<file path="config.mk">
export PLATFORM = sky130hd
export DESIGN_NAME = video_sequence_header_parser
export DESIGN_NICKNAME = d
export VERILOG_FILES = /design/src/hdl/vshp_pkg.sv /design/src/hdl/vshp_parse.sv /design/src/hdl/vshp_outq.sv /design/src/hdl/video_sequence_header_parser.sv
export SDC_FILE = /design/constraint.sdc
export NUM_CORES = 1
export LEC_CHECK = 0
export BUFFER_PORTS_ARGS = -buffer_cell sky130_fd_sc_hd__buf_2
export CORE_ASPECT_RATIO = 0.8
export CORE_MARGIN = 10
export CORE_UTILIZATION = 50
export DETAILED_ROUTE_END_ITERATION = 10
export PLACE_DENSITY = 0.67
export SLEW_MARGIN = 10
export SYNTH_ARGS = -nofsm -noshare
export SYNTH_HDL_FRONTEND = slang
export SYNTH_HIERARCHICAL = 1
export SYNTH_SLANG_ARGS = --single-unit
</file>
<file path="constraint.sdc">
create_clock -name clk -period 17.85 [get_ports clk]
set_input_delay 1.785 -clock clk [delete_from_list [all_inputs] [get_ports clk]]
set_output_delay 1.785 -clock clk [all_outputs]
set_load 0.03 [all_outputs]
</file>
<file path="src/hdl/vshp_pkg.sv">
// Shared types and constants for the video sequence header parser.
`default_nettype none

package vshp_pkg;

  localparam logic [1:0] KIND_HEADER   = 2'd0;
  localparam logic [1:0] KIND_INTRA    = 2'd1;
  localparam logic [1:0] KIND_NONINTRA = 2'd2;
  localparam logic [1:0] KIND_END      = 2'd3;

  localparam logic [5:0] HDR_LAST_BYTE = 6'd7;
  localparam logic [5:0] ENTRY_LAST    = 6'd63;

  typedef struct packed {
    logic [1:0]  kind;
    logic [11:0] horizontal_size;
    logic [11:0] vertical_size;
    logic [3:0]  aspect_ratio;
    logic [3:0]  frame_rate;
    logic [17:0] bit_rate;
    logic [9:0]  vbv_size;
    logic        constrained;
    logic        intra_follows;
    logic [5:0]  entry_index;
    logic [7:0]  entry_value;
    logic        last;
  } result_t;

  // up to two results per request; push1 only together with push0
  typedef struct packed {
    logic    push0;
    logic    push1;
    result_t res0;
    result_t res1;
  } push_t;

endpackage

`default_nettype wire

</file>
<file path="src/hdl/vshp_parse.sv">
// Byte-level parse state machine: header capture and matrix entry extraction.
`default_nettype none

module vshp_parse (
  input  wire logic           clk,
  input  wire logic           rst_n,
  input  wire logic           fire,
  input  wire logic [7:0]     stream_byte,
  input  wire logic           header_start,
  output vshp_pkg::push_t     push
);

  typedef enum logic [2:0] {
    PH_IDLE, PH_HDR, PH_INTRA, PH_NONINTRA, PH_DONE
  } phase_t;

  phase_t      phase_r, phase_nxt, phase_eff;
  logic [5:0]  cnt_r, cnt_nxt, cnt_eff;
  logic        carry_r, carry_nxt;
  logic [55:0] hdr_r, hdr_nxt;
  logic [63:0] word;
  vshp_pkg::result_t hdr_res, end_res, ent_res;

  assign word = {hdr_r, stream_byte};

  always_comb begin
    hdr_res                 = '0;
    hdr_res.kind            = vshp_pkg::KIND_HEADER;
    hdr_res.horizontal_size = word[63:52];
    hdr_res.vertical_size   = word[51:40];
    hdr_res.aspect_ratio    = word[39:36];
    hdr_res.frame_rate      = word[35:32];
    hdr_res.bit_rate        = word[31:14];
    // word[13] is the marker bit, not checked
    hdr_res.vbv_size        = word[12:3];
    hdr_res.constrained     = word[2];
    hdr_res.intra_follows   = word[1];

    end_res      = '0;
    end_res.kind = vshp_pkg::KIND_END;
    end_res.last = 1'b1;

    ent_res             = '0;
    ent_res.entry_index = cnt_eff;
    if (phase_eff == PH_INTRA) begin
      ent_res.kind        = vshp_pkg::KIND_INTRA;
      ent_res.entry_value = {carry_r, stream_byte[7:1]};
    end else begin
      ent_res.kind        = vshp_pkg::KIND_NONINTRA;
      ent_res.entry_value = stream_byte;
      ent_res.last        = (cnt_eff == vshp_pkg::ENTRY_LAST);
    end
  end

  always_comb begin
    phase_eff = header_start ? PH_HDR : phase_r;
    cnt_eff   = header_start ? 6'd0 : cnt_r;
    phase_nxt = phase_r;
    cnt_nxt   = cnt_r;
    carry_nxt = carry_r;
    hdr_nxt   = hdr_r;
    push      = '0;
    if (fire) begin
      phase_nxt = phase_eff;
      cnt_nxt   = cnt_eff;
      case (phase_eff)
        PH_HDR: begin
          if (cnt_eff == vshp_pkg::HDR_LAST_BYTE) begin
            push.push0 = 1'b1;
            push.res0  = hdr_res;
            cnt_nxt    = 6'd0;
            carry_nxt  = stream_byte[0];
            if (word[1]) begin
              phase_nxt = PH_INTRA;
            end else if (stream_byte[0]) begin
              phase_nxt = PH_NONINTRA;
            end else begin
              push.push1 = 1'b1;
              push.res1  = end_res;
              phase_nxt  = PH_DONE;
            end
          end else begin
            hdr_nxt = {hdr_r[47:0], stream_byte};
            cnt_nxt = cnt_eff + 6'd1;
          end
        end
        PH_INTRA: begin
          push.push0 = 1'b1;
          push.res0  = ent_res;
          carry_nxt  = stream_byte[0];
          cnt_nxt    = cnt_eff + 6'd1;
          if (cnt_eff == vshp_pkg::ENTRY_LAST) begin
            if (stream_byte[0]) begin
              phase_nxt = PH_NONINTRA;
            end else begin
              push.push1 = 1'b1;
              push.res1  = end_res;
              phase_nxt  = PH_DONE;
            end
          end
        end
        PH_NONINTRA: begin
          push.push0 = 1'b1;
          push.res0  = ent_res;
          cnt_nxt    = cnt_eff + 6'd1;
          if (cnt_eff == vshp_pkg::ENTRY_LAST) begin
            phase_nxt = PH_DONE;
          end
        end
        default: begin
          phase_nxt = phase_r;
        end
      endcase
    end
  end

  always_ff @(posedge clk) begin
    if (!rst_n) begin
      phase_r <= PH_IDLE;
      cnt_r   <= 6'd0;
      carry_r <= 1'b0;
    end else begin
      phase_r <= phase_nxt;
      cnt_r   <= cnt_nxt;
      carry_r <= carry_nxt;
    end
    hdr_r <= hdr_nxt;
  end

endmodule

`default_nettype wire

</file>
<file path="src/hdl/vshp_outq.sv">
// Four-entry result queue taking up to two results per cycle.
`default_nettype none

module vshp_outq (
  input  wire logic              clk,
  input  wire logic              rst_n,
  input  vshp_pkg::push_t        push,
  output logic                   space,
  output logic                   out_valid,
  input  wire logic              out_ready,
  output vshp_pkg::result_t      out_res
);

  vshp_pkg::result_t mem_r [4];
  logic [2:0] count_r, count_nxt;
  logic [1:0] head_r, head_nxt;
  logic [1:0] tail_r, tail_nxt;
  logic [1:0] tail_p1;
  logic       pop;

  assign out_valid = (count_r != 3'd0);
  assign out_res   = mem_r[head_r];
  assign space     = (count_r <= 3'd2);
  assign pop       = out_valid && out_ready;
  assign tail_p1   = tail_r + 2'd1;

  always_comb begin
    count_nxt = count_r + {2'b00, push.push0} + {2'b00, push.push1} - {2'b00, pop};
    head_nxt  = head_r + {1'b0, pop};
    tail_nxt  = tail_r + {1'b0, push.push0} + {1'b0, push.push1};
  end

  always_ff @(posedge clk) begin
    if (!rst_n) begin
      count_r <= 3'd0;
      head_r  <= 2'd0;
      tail_r  <= 2'd0;
    end else begin
      count_r <= count_nxt;
      head_r  <= head_nxt;
      tail_r  <= tail_nxt;
    end
    for (int i = 0; i < 4; i++) begin
      if (push.push0 && tail_r == 2'(i)) begin
        mem_r[i] <= push.res0;
      end else if (push.push1 && tail_p1 == 2'(i)) begin
        mem_r[i] <= push.res1;
      end
    end
  end

endmodule

`default_nettype wire

</file>
<file path="src/hdl/video_sequence_header_parser.sv">
// Video sequence header parser: bytes after the start code in, field results out.
//
// Input channel (in_valid/in_ready): one byte of header body per request, bits
// taken MSB first; in_header_start marks the first byte of a header and
// restarts parsing at any point. Bytes while idle or after a header ends are
// dropped without result.
// Result channel (out_valid/out_ready): one header result (kind 0), then one
// result per intra and non-intra matrix entry (kinds 1, 2), or kind 3 when no
// non-intra matrix follows; out_last flags the final result of a header.
// Output: each result is registered in the result queue before it appears at the port.
// Throughput: one byte per cycle while in_ready is high. A byte yields at most
// two results, which go into a four-entry result queue; in_ready is high while
// the queue has room for two, so a byte that yields two results uses two of
// the queue's entries.
// Stall: when out_ready is low the queue fills and in_ready drops; no result
// is lost. Reset (rst_n low, synchronous) empties the queue and returns the
// parser to idle, waiting for a header start.
`default_nettype none

module video_sequence_header_parser (
  input  wire logic        clk,
  input  wire logic        rst_n,
  input  wire logic        in_valid,
  output logic             in_ready,
  input  wire logic [7:0]  in_stream_byte,
  input  wire logic        in_header_start,
  output logic             out_valid,
  input  wire logic        out_ready,
  output logic [1:0]       out_kind,
  output logic [11:0]      out_horizontal_size,
  output logic [11:0]      out_vertical_size,
  output logic [3:0]       out_aspect_ratio,
  output logic [3:0]       out_frame_rate,
  output logic [17:0]      out_bit_rate,
  output logic [9:0]       out_vbv_size,
  output logic             out_constrained,
  output logic             out_intra_follows,
  output logic [5:0]       out_entry_index,
  output logic [7:0]       out_entry_value,
  output logic             out_last
);

  vshp_pkg::push_t   push;
  vshp_pkg::result_t res;
  logic              fire;

  assign fire = in_valid && in_ready;

  vshp_parse u_parse (
    .clk          (clk),
    .rst_n        (rst_n),
    .fire         (fire),
    .stream_byte  (in_stream_byte),
    .header_start (in_header_start),
    .push         (push)
  );

  vshp_outq u_outq (
    .clk       (clk),
    .rst_n     (rst_n),
    .push      (push),
    .space     (in_ready),
    .out_valid (out_valid),
    .out_ready (out_ready),
    .out_res   (res)
  );

  assign out_kind            = res.kind;
  assign out_horizontal_size = res.horizontal_size;
  assign out_vertical_size   = res.vertical_size;
  assign out_aspect_ratio    = res.aspect_ratio;
  assign out_frame_rate      = res.frame_rate;
  assign out_bit_rate        = res.bit_rate;
  assign out_vbv_size        = res.vbv_size;
  assign out_constrained     = res.constrained;
  assign out_intra_follows   = res.intra_follows;
  assign out_entry_index     = res.entry_index;
  assign out_entry_value     = res.entry_value;
  assign out_last            = res.last;

endmodule

`default_nettype wire

</file>
==> qor.txt <==
final hold violations = 0
CTS tree = done
Worst VDD drop = 83.85 uV
total vias in the final route = 9,886
Min Clock Period, post-route = 5.660 ns
Synth Register Bits = 389
Final period util = 31.71%
post-DP HPWL = 23.19 mm
CP Launch Type = primary input
total global routing track utilization = 17.80%
Initial DRT Pass Iterations = 5
area delta synth->final = 10.30%
sequential fraction of the synthesis area = 59.68%
Post-Syn Area = 0.01929 mm^2
# port buffers = 93
H-tree lvl count = 2
commonest non-fill, non-tap cell in the layout = edfxtp_1
DRC = 0
WHS = 0.4400 ns
Least-Margin Pin Slew = 1.170 ns
Clock Sinks = 389
I/O pin count = 94
Async SR Flop Fraction = 0%
Placer Congestion = 0.8191
switch share = 27.05%
Main synth FF type = edfxtp_1
Clock power frac = 37.7%
status = completed
Worst EP required = 18.01 ns
final setup TNS = 0 ns
global route total overflow = 0
Slew headroom = 21.84%
Pins Over Slew Limit = 0
Psw = 636.4 uW
YS warnings = 6
Fmax = 176.7 MHz
critical path type = in2reg
Routed WL = 41.51 mm
HP Class = reg2reg
Critical Path AT = 5.82 ns
pwr dens = 110.6 mW/mm^2
Worst Setup End Kind = flip-flop
vias per cell = 5.636
Initial Utilization = 50.50%
Pleak = 0.008470 uW
Cell Int Power = 1716 uW
row count = 64
Max FO, Critical Path = 54
CTS clk-pin slew, worst paths = 0.06 ns
post-DR wirelength/cell = 23.67 um
initial antenna violation count = 1
Final Skew = 0.02057 ns
Iter 0 DRT Violations = 619
post-cts sizing count = 0
Die X = 239.6 um
CTS buffer count = 41
unrepaired setup endpoints after global routing = false
core box area = 0.03820 mm^2
register share of total power = 45.1%
Final setup viols = 0
layout cells sized above 1 = 46.90%
cts hold-fix bufs = 0
die boundary height = 195.7 um
clock tree buffer depth = 3
die area = 0.04688 mm^2
Final Net Count = 1,245
largest net degree at the start of global routing = 63
combinational power share = 17.2%
library cells used by synthesis = 61
later-pin clock latency in the skew report = 0.55 ns
clk root buf = clkbuf_16
vias in the first global route = 10,520
first-pass GRT wire length = 64.23 mm
Final ANT Viol Nets = 0
setup bufs post-CTS = 0
MaxCap Viol Count = 0
Syn Inst Count = 1,143
most frequent cells in the layout = edfxtp_1 (372), mux2_2 (316), buf_2 (93)
Synth Area per Inst = 16.88 um^2
number of flops mapped to enable cells by yosys = 372
-- cell type report --
type | instances | area (um^2)
fill | 3006 | 16920
sequential | 389 | 11520
multi-input combinational | 670 | 7092
clock buffer | 54 | 1137
tap | 495 | 619.3
timing repair buffer | 111 | 600.6
clock inverter | 22 | 260.3
inverter | 12 | 45.04
antenna | 1 | 2.502
-- Yosys cell counts (2+ instances only) --
cell type,number,share of area [%]
edfxtp_1,372,58
mux2_2,316,18
buf_4,83,3.2
mux4_2,79,9.2
and2_1,71,2.3
buf_2,41,1.1
nor2_1,19,0.37
dfxtp_1,17,1.8
inv_1,12,0.23
clkbuf_1,11,0.21
buf_6,10,0.58
mux2i_1,10,0.52
nand3_1,9,0.23
a21oi_1,7,0.18
nand2_1,7,0.14
o21ai_0,7,0.18
and3_1,6,0.19
nor2b_1,6,0.19
nor3_1,5,0.13
ha_1,4,0.26
fa_1,3,0.31
o211ai_1,3,0.12
a31oi_1,2,0.065
a32o_1,2,0.10
nand3b_1,2,0.078
nor3b_2,2,0.13
o2111ai_1,2,0.091
xor2_1,2,0.091
-- logic make-up after synthesis --
family	share of synthesized area, %
AO/OA/AOI/OAI	1.648
XOR/XNOR	0.1362
adder cells (fa/ha/maj)	0.5709
buffers and inverters	5.371
flip-flops	59.68
multiplexers	28.19
other	0.01944
AND/OR/NAND/NOR	4.385
-- power groups by stage --
| stage | clock, uW | sequential, uW | combinational (uW) |
|---|---|---|---|
| 3_5_place_dp | 0 | 1080 | 412 |
| 4_1_cts | 908 | 1060 | 413 |
| 2_1_floorplan | 0 | 1070 | 325 |
| 6_report | 887 | 1060 | 404 |
| 3_3_place_gp | 0 | 1080 | 413 |
| 5_1_grt | 941 | 1060 | 435 |
-- state kept, by name, summed over array words and instances, names as in the netlist --
register / count
u_parse/phase_r: 3
u_parse/carry_r: 1
u_outq/count_r: 3
u_parse/cnt_r: 6
u_parse/hdr_r: 56
u_outq/tail_r: 2
u_outq/head_r: 2
u_outq/mem_r: 316
-- metal layers --
| metal | wire (um) | track usage, % | vias up |
|---|---|---|---|
| met2 | 20050 | 29.35 | 231 |
| met4 | 744 | 4.474 | 0 |
| met1 | 18600 | 23.85 | 5099 |
| li1 | - | - | 4502 |
| met3 | 2121 | 3.390 | 54 |
| met5 | 0 | 0 | - |
-- metrics by stage --
step	instance area, um^2	std cells	total power (uW)	utilization, %	setup slack, ns
after floorplan	19570	1218	1390	-	8.280
after global placement	19880	1677	1493	52.03	11.79
after detailed placement	19880	1677	1493	52.03	11.70
after CTS	21270	1753	2383	55.69	12.28
after global routing	21280	1754	2441	55.70	11.89
final	21280	1754	2353	55.70	12.19
-- critical path, stage by stage --
cell	delay [ns]
buf_2	0.22
nor3b_1	0.97
nand2_1	0.50
o21ai_0	0.37
mux2i_1	0.30
nor2_4	0.80
buf_4	0.81
-- final timing paths --
kind	start	endpoint	slack (ns)	depth (start not counted)
min reg2reg	u_parse/hdr_r[25]$_DFFE_PP_	u_parse/hdr_r[33]$_DFFE_PP_	0.44	0
min	u_parse/hdr_r[25]$_DFFE_PP_	u_parse/hdr_r[33]$_DFFE_PP_	0.44	0
max reg2reg	u_parse/phase_r[1]$_SDFFE_PN0P_	u_outq/mem_r[3][65]$_DFFE_PP_	13.10	6
max	in_header_start	u_outq/mem_r[3][65]$_DFFE_PP_	12.19	7
Note: power is estimated with default switching activity, not from simulation.
